$ cat config.mk
export PLATFORM = sky130hd
export DESIGN_NAME = base64_stream_encoder
export DESIGN_NICKNAME = d
export VERILOG_FILES = /design/src/rtl/core/b64e_pkg.sv /design/src/rtl/core/base64_stream_encoder.sv /design/src/rtl/core/b64e_front.sv /design/src/rtl/core/b64e_queue.sv /design/src/rtl/core/b64e_back.sv
export SDC_FILE = /design/constraint.sdc
export NUM_CORES = 1
export LEC_CHECK = 0
export ABC_AREA = 1
export BUFFER_PORTS_ARGS = -buffer_cell sky130_fd_sc_hd__buf_2
export CORE_ASPECT_RATIO = 1.75
export CORE_MARGIN = 1
export CORE_UTILIZATION = 60
export DETAILED_ROUTE_END_ITERATION = 10
export GPL_TIMING_DRIVEN = 0
export PLACE_DENSITY = 0.88
export SLEW_MARGIN = 0
export SYNTH_ARGS = -nofsm -noshare
export SYNTH_HDL_FRONTEND = slang
export SYNTH_SLANG_ARGS = --single-unit
$ cat constraint.sdc
create_clock -name clk_i -period 5 [get_ports clk_i]
set_input_delay 0.75 -clock clk_i [delete_from_list [all_inputs] [get_ports clk_i]]
set_output_delay 0.75 -clock clk_i [all_outputs]
set_load 0.05 [all_outputs]
$ cat src/rtl/core/b64e_pkg.sv
// ---------------------------------------------------------------------------
// b64e_pkg
// Shared types, character constants and the Base64 symbol lookup.
// ---------------------------------------------------------------------------
`default_nettype none

package b64e_pkg;

  localparam logic [7:0] CHAR_PAD    = 8'h3D;
  localparam logic [7:0] CHAR_CR     = 8'h0D;
  localparam logic [7:0] CHAR_LF     = 8'h0A;
  localparam logic [7:0] WRAP_RESET  = 8'd19;
  localparam int unsigned QUEUE_DEPTH = 2;

  // Register indexes on the configuration port.
  localparam logic REG_WRAP_GROUPS = 1'b0;

  typedef enum logic [2:0] {
    PH_0 = 3'b001,
    PH_1 = 3'b010,
    PH_2 = 3'b100
  } phase_e;

  // One accepted byte becomes one command: up to four characters, the index of
  // the final one, and whether that final character ends the message.
  typedef struct packed {
    logic [3:0][7:0] chars;
    logic [1:0]      cnt_m1;
    logic            last;
  } cmd_t;

  function automatic logic [7:0] b64_sym(input logic [5:0] v);
    logic [7:0] c;
    c = 8'h00;
    if (v < 6'd26) begin
      c = 8'h41 + {2'b00, v};
    end else if (v < 6'd52) begin
      c = 8'h61 + {2'b00, v} - 8'd26;
    end else if (v < 6'd62) begin
      c = 8'h30 + {2'b00, v} - 8'd52;
    end else if (v == 6'd62) begin
      c = 8'h2B;
    end else begin
      c = 8'h2F;
    end
    return c;
  endfunction

endpackage

`default_nettype wire

$ cat src/rtl/core/base64_stream_encoder.sv
// ---------------------------------------------------------------------------
// base64_stream_encoder
// Streaming Base64 encoder with optional CR LF line wrapping.
// ---------------------------------------------------------------------------
// One message byte is taken per transaction and one character leaves per
// cycle while out_stall_i is low. A byte yields one to four characters (a
// symbol, two symbols, the symbols and pad of a message tail, or two symbols
// followed by CR LF). The output serializer sets the throughput; a two-entry
// command queue lets bytes keep arriving while characters drain, and input
// stalls only when that queue is full. The wrap_groups register (address 0,
// reset 19) sets complete groups per line; zero turns wrapping off.
`default_nettype none

module base64_stream_encoder import b64e_pkg::*; (
  input  wire logic        clk_i,
  input  wire logic        rst_ni,
  input  wire logic        in_valid_i,
  output logic             in_stall_o,
  input  wire logic [7:0]  data_byte_i,
  input  wire logic        end_of_message_i,
  output logic             out_valid_o,
  input  wire logic        out_stall_i,
  output logic [7:0]       out_char_o,
  output logic             last_o,
  input  wire logic        psel,
  input  wire logic        penable,
  input  wire logic        pwrite,
  input  wire logic [2:0]  paddr,
  input  wire logic [31:0] pwdata,
  output logic [31:0]      prdata,
  output logic             pready
);

  logic [7:0] wrap_groups_q;
  logic       cfg_wr;
  logic       push;
  logic       pop;
  logic       q_full;
  logic       q_empty;
  cmd_t       push_cmd;
  cmd_t       head_cmd;

  assign pready = 1'b1;
  assign cfg_wr = psel && penable && pwrite && pready && (paddr[2] == REG_WRAP_GROUPS);

  always_ff @(posedge clk_i or negedge rst_ni) begin
    if (!rst_ni) begin
      wrap_groups_q <= WRAP_RESET;
    end else if (cfg_wr) begin
      wrap_groups_q <= pwdata[7:0];
    end
  end

  assign prdata = (paddr[2] == REG_WRAP_GROUPS) ? {24'd0, wrap_groups_q} : 32'd0;

  assign in_stall_o = q_full;
  assign push       = in_valid_i && !q_full;

  b64e_front u_front (
    .clk_i           (clk_i),
    .rst_ni          (rst_ni),
    .wrap_groups_i   (wrap_groups_q),
    .push_i          (push),
    .data_byte_i     (data_byte_i),
    .end_of_message_i(end_of_message_i),
    .cmd_o           (push_cmd)
  );

  b64e_queue u_queue (
    .clk_i     (clk_i),
    .rst_ni    (rst_ni),
    .push_i    (push),
    .push_cmd_i(push_cmd),
    .pop_i     (pop),
    .head_o    (head_cmd),
    .full_o    (q_full),
    .empty_o   (q_empty)
  );

  b64e_back u_back (
    .clk_i      (clk_i),
    .rst_ni     (rst_ni),
    .head_i     (head_cmd),
    .empty_i    (q_empty),
    .pop_o      (pop),
    .out_valid_o(out_valid_o),
    .out_stall_i(out_stall_i),
    .out_char_o (out_char_o),
    .last_o     (last_o)
  );

  a_pop_not_empty: assert property (@(posedge clk_i) disable iff (!rst_ni)
    pop |-> !q_empty)
    else $error("command popped from an empty queue");

  a_full_not_empty: assert property (@(posedge clk_i) disable iff (!rst_ni)
    q_full |-> !q_empty)
    else $error("queue reports full and empty together");

  a_last_follows_eom: assert property (@(posedge clk_i) disable iff (!rst_ni)
    push |-> (push_cmd.last == end_of_message_i))
    else $error("command end mark differs from the message end");

  a_cfg_write: assert property (@(posedge clk_i) disable iff (!rst_ni)
    cfg_wr |=> (wrap_groups_q == $past(pwdata[7:0])))
    else $error("wrap_groups not updated by a register write");

endmodule

`default_nettype wire

$ cat src/rtl/core/b64e_front.sv
// ---------------------------------------------------------------------------
// b64e_front
// Accepts message bytes, tracks the group phase and line position, and turns
// each byte into a character command for the queue.
// ---------------------------------------------------------------------------
`default_nettype none

module b64e_front import b64e_pkg::*; (
  input  wire logic       clk_i,
  input  wire logic       rst_ni,
  input  wire logic [7:0] wrap_groups_i,
  input  wire logic       push_i,
  input  wire logic [7:0] data_byte_i,
  input  wire logic       end_of_message_i,
  output cmd_t            cmd_o
);

  phase_e     phase_q, phase_d;
  logic [3:0] held_q, held_d;
  logic [7:0] line_q, line_d;
  logic [7:0] line_inc;
  cmd_t       cmd;

  assign line_inc = line_q + 8'd1;

  always_comb begin
    phase_d    = phase_q;
    held_d     = held_q;
    line_d     = line_q;
    cmd.chars  = '0;
    cmd.cnt_m1 = 2'd0;
    cmd.last   = end_of_message_i;
    case (phase_q)
      PH_1: begin
        cmd.chars[0] = b64_sym({held_q[1:0], data_byte_i[7:4]});
        cmd.chars[1] = b64_sym({data_byte_i[3:0], 2'b00});
        cmd.chars[2] = CHAR_PAD;
        cmd.cnt_m1   = end_of_message_i ? 2'd2 : 2'd0;
        held_d       = data_byte_i[3:0];
        phase_d      = PH_2;
      end
      PH_2: begin
        cmd.chars[0] = b64_sym({held_q, data_byte_i[7:6]});
        cmd.chars[1] = b64_sym(data_byte_i[5:0]);
        cmd.chars[2] = CHAR_CR;
        cmd.chars[3] = CHAR_LF;
        cmd.cnt_m1   = 2'd1;
        held_d       = 4'd0;
        phase_d      = PH_0;
        if (wrap_groups_i != 8'd0) begin
          if (line_inc >= wrap_groups_i) begin
            cmd.cnt_m1 = 2'd3;
            line_d     = 8'd0;
          end else begin
            line_d = line_inc;
          end
        end else begin
          line_d = 8'd0;
        end
      end
      default: begin
        cmd.chars[0] = b64_sym(data_byte_i[7:2]);
        cmd.chars[1] = b64_sym({data_byte_i[1:0], 4'b0000});
        cmd.chars[2] = CHAR_PAD;
        cmd.chars[3] = CHAR_PAD;
        cmd.cnt_m1   = end_of_message_i ? 2'd3 : 2'd0;
        held_d       = {2'b00, data_byte_i[1:0]};
        phase_d      = PH_1;
      end
    endcase
    if (end_of_message_i) begin
      phase_d = PH_0;
      held_d  = 4'd0;
      line_d  = 8'd0;
    end
  end

  always_ff @(posedge clk_i or negedge rst_ni) begin
    if (!rst_ni) begin
      phase_q <= PH_0;
      held_q  <= 4'd0;
      line_q  <= 8'd0;
    end else if (push_i) begin
      phase_q <= phase_d;
      held_q  <= held_d;
      line_q  <= line_d;
    end
  end

  assign cmd_o = cmd;

endmodule

`default_nettype wire

$ cat src/rtl/core/b64e_queue.sv
// ---------------------------------------------------------------------------
// b64e_queue
// Two-entry command queue between the byte front end and the serializer.
// ---------------------------------------------------------------------------
`default_nettype none

module b64e_queue import b64e_pkg::*; (
  input  wire logic clk_i,
  input  wire logic rst_ni,
  input  wire logic push_i,
  input  wire cmd_t push_cmd_i,
  input  wire logic pop_i,
  output cmd_t      head_o,
  output logic      full_o,
  output logic      empty_o
);

  localparam int unsigned PtrW = $clog2(QUEUE_DEPTH);
  localparam int unsigned CntW = $clog2(QUEUE_DEPTH + 1);

  cmd_t            mem_q [QUEUE_DEPTH];
  logic [PtrW-1:0] wr_q, rd_q;
  logic [CntW-1:0] cnt_q;

  assign full_o  = (cnt_q == CntW'(QUEUE_DEPTH));
  assign empty_o = (cnt_q == '0);
  assign head_o  = mem_q[rd_q];

  always_ff @(posedge clk_i) begin
    if (push_i) begin
      mem_q[wr_q] <= push_cmd_i;
    end
  end

  always_ff @(posedge clk_i or negedge rst_ni) begin
    if (!rst_ni) begin
      wr_q  <= '0;
      rd_q  <= '0;
      cnt_q <= '0;
    end else begin
      if (push_i) begin
        wr_q <= (wr_q == PtrW'(QUEUE_DEPTH - 1)) ? '0 : wr_q + PtrW'(1);
      end
      if (pop_i) begin
        rd_q <= (rd_q == PtrW'(QUEUE_DEPTH - 1)) ? '0 : rd_q + PtrW'(1);
      end
      if (push_i && !pop_i) begin
        cnt_q <= cnt_q + CntW'(1);
      end else if (!push_i && pop_i) begin
        cnt_q <= cnt_q - CntW'(1);
      end
    end
  end

endmodule

`default_nettype wire

$ cat src/rtl/core/b64e_back.sv
// ---------------------------------------------------------------------------
// b64e_back
// Walks the head command one character per cycle, while the output is not stalled, into the output register.
// ---------------------------------------------------------------------------
`default_nettype none

module b64e_back import b64e_pkg::*; (
  input  wire logic       clk_i,
  input  wire logic       rst_ni,
  input  wire cmd_t       head_i,
  input  wire logic       empty_i,
  output logic            pop_o,
  output logic            out_valid_o,
  input  wire logic       out_stall_i,
  output logic [7:0]      out_char_o,
  output logic            last_o
);

  logic [1:0] idx_q;
  logic       valid_q;
  logic [7:0] char_q;
  logic       last_q;
  logic       load;
  logic       at_end;

  // The output register refills whenever it is empty or being taken and a command is waiting.
  assign load   = !valid_q || !out_stall_i;
  assign at_end = (idx_q == head_i.cnt_m1);
  assign pop_o  = load && !empty_i && at_end;

  always_ff @(posedge clk_i) begin
    if (load && !empty_i) begin
      char_q <= head_i.chars[idx_q];
      last_q <= head_i.last && at_end;
    end
  end

  always_ff @(posedge clk_i or negedge rst_ni) begin
    if (!rst_ni) begin
      valid_q <= 1'b0;
      idx_q   <= 2'd0;
    end else if (load) begin
      valid_q <= !empty_i;
      if (!empty_i) begin
        idx_q <= at_end ? 2'd0 : idx_q + 2'd1;
      end
    end
  end

  assign out_valid_o = valid_q;
  assign out_char_o  = char_q;
  assign last_o      = last_q;

endmodule

`default_nettype wire
== After elaboration in Yosys (flattened, before gate mapping) ==
Memory sizes are Yosys's and may differ from the RTL's.
Index checks and enable logic that the tools add are counted.

* Register bits: 39
* Latch bits: 0
* Bits in writable memories: 62
* Memory bits (read-only): 0
* Output and inout bits: 44
* Memories kept: 1

{| class="wikitable"
|+ Memory list
! memory !! depth !! width !! rd ports !! clocked after Yosys merged registers in !! write ports !! line !! text
|-
| u_queue.mem_q || 2 || 31 || 1 || 0 || 1 || b64e_queue.sv:21 || <nowiki>cmd_t mem_q [QUEUE_DEPTH];</nowiki>
|}

* Add/sub/neg operators: 36
* Multiply operators: 0
* Divide/modulo/power cells: 0
* $lt $le $gt $ge: 20
* Equal/unequal tests: 8
* Shift operators: 0
* Multiplexer cells: 46
* Bitwise operators: 2
* Reductions and logical operators: 22

{| class="wikitable"
|+ Operators with widths
! cell !! number
|-
| two-way mux 8 bit || 24
|-
| adder 7 x 6 -> 8 bit, first input constant || 12
|-
| less-than comparator 6 bit, second input constant || 12
|-
| case mux 24 bit (2 select lines) || 1
|-
| subtractor 8 x 5 -> 8 bit, second input constant || 6
|-
| subtractor 8 x 6 -> 8 bit, second input constant || 6
|-
| adder 6 x 6 -> 7 bit, first input constant || 6
|-
| less-than comparator 6 x 5 -> 1 bit, second input constant || 6
|-
| equality test 6 bit, second input constant || 4
|-
| binary-select mux 8 bit (select 2 bit) || 1
|-
| two-way mux 3 bit || 5
|-
| two-way mux 2 bit || 7
|-
| case mux 6 bit (2 select lines) || 1
|-
| logical AND 1 bit || 9
|-
| adder 8 x 1 -> 8 bit, second input constant || 1
|-
| greater-or-equal comparator 8 bit || 1
|-
| case mux 4 bit (2 select lines) || 1
|-
| nonzero test 8 bit || 1
|-
| logical NOT 1 bit || 6
|-
| case mux 3 bit (2 select lines) || 1
|-
| adder 2 x 1 -> 2 bit, second input constant || 2
|-
| two-way mux 1 bit || 4
|-
| two-way mux 4 bit || 1
|-
| AND reduction 2 bit || 2
|-
| other kinds (11) || 14
|}

== Depth between registers and ports, before layout ==
* Depth after elaboration: 7
* Depth in mapped cells: 14
* Depth with buffers taken out: 14

== Hierarchy ==
Synthesis repeated with hierarchy kept, for this count alone.

* Cell total of the unflattened synthesis: 850
* Area total of the unflattened synthesis: 7,415.9 µm²

{| class="wikitable"
|+ By module, submodules not included
! module !! times used !! cells each !! area an instance (µm²)
|-
| b64e_front || 1 || 550 || 3,199.3
|-
| b64e_queue || 1 || 134 || 2,882.8
|-
| b64e_back || 1 || 83 || 713.2
|-
| base64_stream_encoder || 1 || 83 || 620.6
|}

== Worst setup path after synthesis ==
Ideal clock, no wire load.

* Kind: input-to-reg
* Start: input data_byte_i[6]
* End: memory u_queue.mem_q[0][10] (netlist name), data pin
* Data arrival time: 2.059 ns
* Setup slack: 2.676 ns
* Stages: 11
* Buffers on the path: 2
* Path through: buf_4 > inv_1 > buf_2 > ha_1 > inv_1 > nand2_1 > inv_1 > a21oi_1 > nor2_1 > nand3_1 > nand3_1

{| class="wikitable"
|+ RTL lines
! item !! line !! text
|-
| start: declaration || base64_stream_encoder.sv:19 || <nowiki>input wire logic [7:0] data_byte_i,</nowiki>
|-
| end: declaration || b64e_queue.sv:21 ||
|}

==> flow_summary.yaml <==
placed_design:
  gp_congestion: 0.989
  port_buffers: 42
  place_area_um2: 6590
  place_inst: 987
  dp_hpwl_um: 11600
timing:
  tns_ns: 0
  setup_viol: 0
  final.min_clock_period_ns: 2.70
  finalClockSkew_ns: 0.00609
  period_share_pct: 53.9
  fmax_ghz: 0.371
  slew_viol_final: 0
  worst_pin_slew_ns: 0.643
  rsz0062_at_grt: "no"
  hold_ws_ns: 0.434
  slew_headroom_pct: 57.1
  hold_violations: 0
clock_tree:
  cts_setup_buffers: 0
  htree_levels: 3
  numCtsBuffers: 9
  clk_pin_slew_worst_paths_ns: 0.06
  cts-root-buf: "clkbuf_16"
  cts_tree: "yes"
  clk_latency_ns: 0.34
  cts_resized: 0
  cts_sinks: 85
  clockBufferDepth: 2
  ctsHoldBuffers: 0
worst_setup_path:
  path_common_cell: "inv_1"
  start_kind: "primary input"
  crit_chain: "buf_2, buf_4, inv_1, buf_2, ha_1, inv_1, nand2_1, inv_1, a21oi_1, nor2_1, nand3_1, nand3_1"
  arrival_ns: 2.75
  endpoint_kind: "flop"
  worstPathRequired_ns: 5.06
  r2r_slack_ns: 2.39
  crit_fanout: 12
  cp_slowest_cell: "ha_1"
  critPathKind: "primary input to flop"
  slowest_delay_ns: 0.31
synthesis:
  syn_area_um2: 6100
  muxShareOfSynthArea_pct: 0
  yosys.area_share.simple_pct: 27.4
  synth_top_family_by_area: "simple AND/OR/NAND/NOR gates"
  yosys.area_share.xor_xnor_pct: 3.30
  synthesis.area_per_instance_um2: 7.67
  ys_seq_elements: 85
  synthAdderAreaFrac_pct: 7.59
  synth_cells: 795
  ys_warn_count: 0
  yosys.cell_types.count: 43
  yosysSeqAreaShare_pct: 39.5
  synth-compound-area-share_pct: 11.0
pwr:
  worst_ir_drop_vdd_uv: 372
  p_leak_nw: 3.34
  internal-power_mw: 1.96
  swShare_pct: 43.4
  switchingPower_mw: 1.50
  power.share.sequential_pct: 33.7
  pwr-share-clk_pct: 20.3
  comb_power_share_pct: 46.0
  p_per_area_nw_per_um2: 501
outcome:
  status: "complete, no violations"
die:
  initial_core_util_pct: 61.9
  die_h_um: 135
  io_pins: 95
  fp.coreArea_um2: 9850
  die_w_um: 78.2
  design.die.area_um2: 10600
  row_count: 48
detailed_routing:
  ant_nets: 0
  viasPerCell: 5.73
  dr.pass1.iters: 6
  vias: 5747
  first_iter_violations: 472
  wl_um: 16000
  drc: 0
  wl_per_cell_um: 16.0
run:
  cap_violations: 0
cells_and_area:
  multi_input_area_um2: 3100
  fill_cells: 787
  final_area_um2: 6900
  seq_area_um2: 2410
  antennaDiodeCount: 0
  fin_nets: 961
  drive_above_1_share_pct: 15.8
  finalNonFillerCells: 1003
  syn2layout_area_growth_pct: 13.2
grt:
  grt_use_total_pct: 32.0
  grt-ovfl-total: 0
  grt_pass1_wl_um: 26000
  first_global_vias: 5411
  grt_max_degree: 31
  grt_antenna_before_repair: 0
hold_path:
  min_path_type: "primary input to async pin"
-- worst max-delay path: cells and delay by family --
| kind | cells | cell delay [ns] |
|---|---|---|
| buffers and inverters | 6 | 0.93 |
| AND/OR/NAND/NOR | 4 | 0.53 |
| adder cells (fa/ha/maj) | 1 | 0.31 |
| AO/OA/AOI/OAI | 1 | 0.22 |
-- synthesized netlist by cell type --
cell      instances  area [µm²]
a21oi_1          50         250
o22ai_1           5        31.3
nand3b_1          3        22.5
buf_4            33         248
a22o_1            1        8.76
a21oi_2           1        8.76
nor2_4            1        11.3
nand2_4           1        11.3
buf_2            12        60.1
dfstp_2           4         105
nand2_2           2        12.5
and2_1            1        6.26
nand2_1         189         709
xnor2_1           8        70.1
nor3_1            2        10.0
nor2_8            1        20.0
o31ai_1           1        7.51
o21ai_2           2        17.5
nor3_2            1        10.0
nand4_1           7        43.8
clkbuf_2          1        5.00
nor2_2            5        31.3
a31o_2            1        8.76
nand3_2           2        20.0
clkbuf_1          1        3.75
dfrtp_1          26         651
inv_4             1        6.26
o21ai_0          45         225
ha_1             37         463
a22oi_1           1        7.51
o21a_1            2        15.0
a32oi_1           1        8.76
o21ai_1           4        20.0
nand3_1          95         475
edfxtp_1         55        1650
buf_6             2        22.5
inv_1            78         293
o211ai_1          8        60.1
conb_1            2        7.51
inv_2             9        33.8
clkinv_1          3        11.3
xor2_1           15         131
nor2_1           76         285
-- state kept, by name (all words and copies together) (netlist names), 2 cells and up --
name,cells
wrap_groups_q,8
u_queue.cnt_q,2
u_back.idx_q,2
u_front.held_q,4
u_front.line_q,8
u_queue.mem_q,46
u_back.out_char_o,8
u_front.phase_q,3
-- placed cells by master, fill, tap and decap left out, drive strengths merged, types with 12 or more instances in the layout --
cell / synthesis / layout
a21oi: 51 / 51
buf: 47 / 91
clkbuf: 2 / 12
conb: 2 / 25
dfrtp: 26 / 26
edfxtp: 55 / 55
ha: 37 / 37
inv: 88 / 89
nand2: 192 / 192
nand3: 97 / 97
nor2: 83 / 83
o21ai: 51 / 51
xor2: 15 / 15
-- routing by layer --
| metal | share of wire [%] | vias to the layer above | track usage (%) |
|---|---|---|---|
| met1 | 36 | 2610 | 34.3 |
| met2 | 52 | 311 | 58.1 |
| met3 | 6.0 | 86 | 3.97 |
| met5 | 0 | - | 0 |
| li1 | - | 2740 | - |
| met4 | 5.7 | 0 | 21.1 |
-- layout make-up --
type	count	area share [%]
Buffer	49	4.91
Clock buffer	10	3.32
Clock inverter	6	1.25
Inverter	91	4.98
Multi-Input combinational cell	593	44.9
Sequential cell	85	34.9
Tap cell	125	2.27
Timing Repair Buffer	44	3.48
-- logic make-up (layout without fill, tap and decap cells) --
kind of cell / Yosys count / in the layout
other: 2 / 25
XOR/XNOR: 23 / 23
AND/OR/NAND/NOR: 386 / 386
flip-flops: 85 / 85
buffers and inverters: 140 / 200
adder cells (fa/ha/maj): 37 / 37
AO/OA/AOI/OAI: 122 / 122
-- stage by stage --
stage	setup slack [ns]	total power [mW]	util [%]
floorplan	2.68	2.31	-
global placement	2.06	2.64	66.5
detailed placement	2.02	2.72	66.9
CTS	2.38	3.44	70.1
global route	2.13	3.67	70.1
finish	2.30	3.46	70.1
-- path summary, 6_finish.rpt --
check | from | depth (start not counted) | to
max in group asynchronous | rst_ni | 1 | wrap_groups_q[7]
min reg2reg | u_front.line_q[7] | 2 | u_front.line_q[7]
min in group clk_i | u_front.line_q[7] | 2 | u_front.line_q[7]
max reg2reg | u_front.held_q[0] | 11 | u_queue.mem_q[1][5]
min | rst_ni | 1 | u_front.line_q[2]
max | data_byte_i[6] | 12 | u_queue.mem_q[1][10]
-- power by group through the flow --
stage | Combinational, mW | Clock [mW] | Sequential [mW]
2_1_floorplan | 1.01 | 0 | 1.30
3_3_place_gp | 1.47 | 0 | 1.17
3_5_place_dp | 1.55 | 0 | 1.17
4_1_cts | 1.57 | 0.704 | 1.16
5_1_grt | 1.75 | 0.732 | 1.18
6_report | 1.59 | 0.703 | 1.17
No activity file was read; power rests on OpenSTA's default activity.
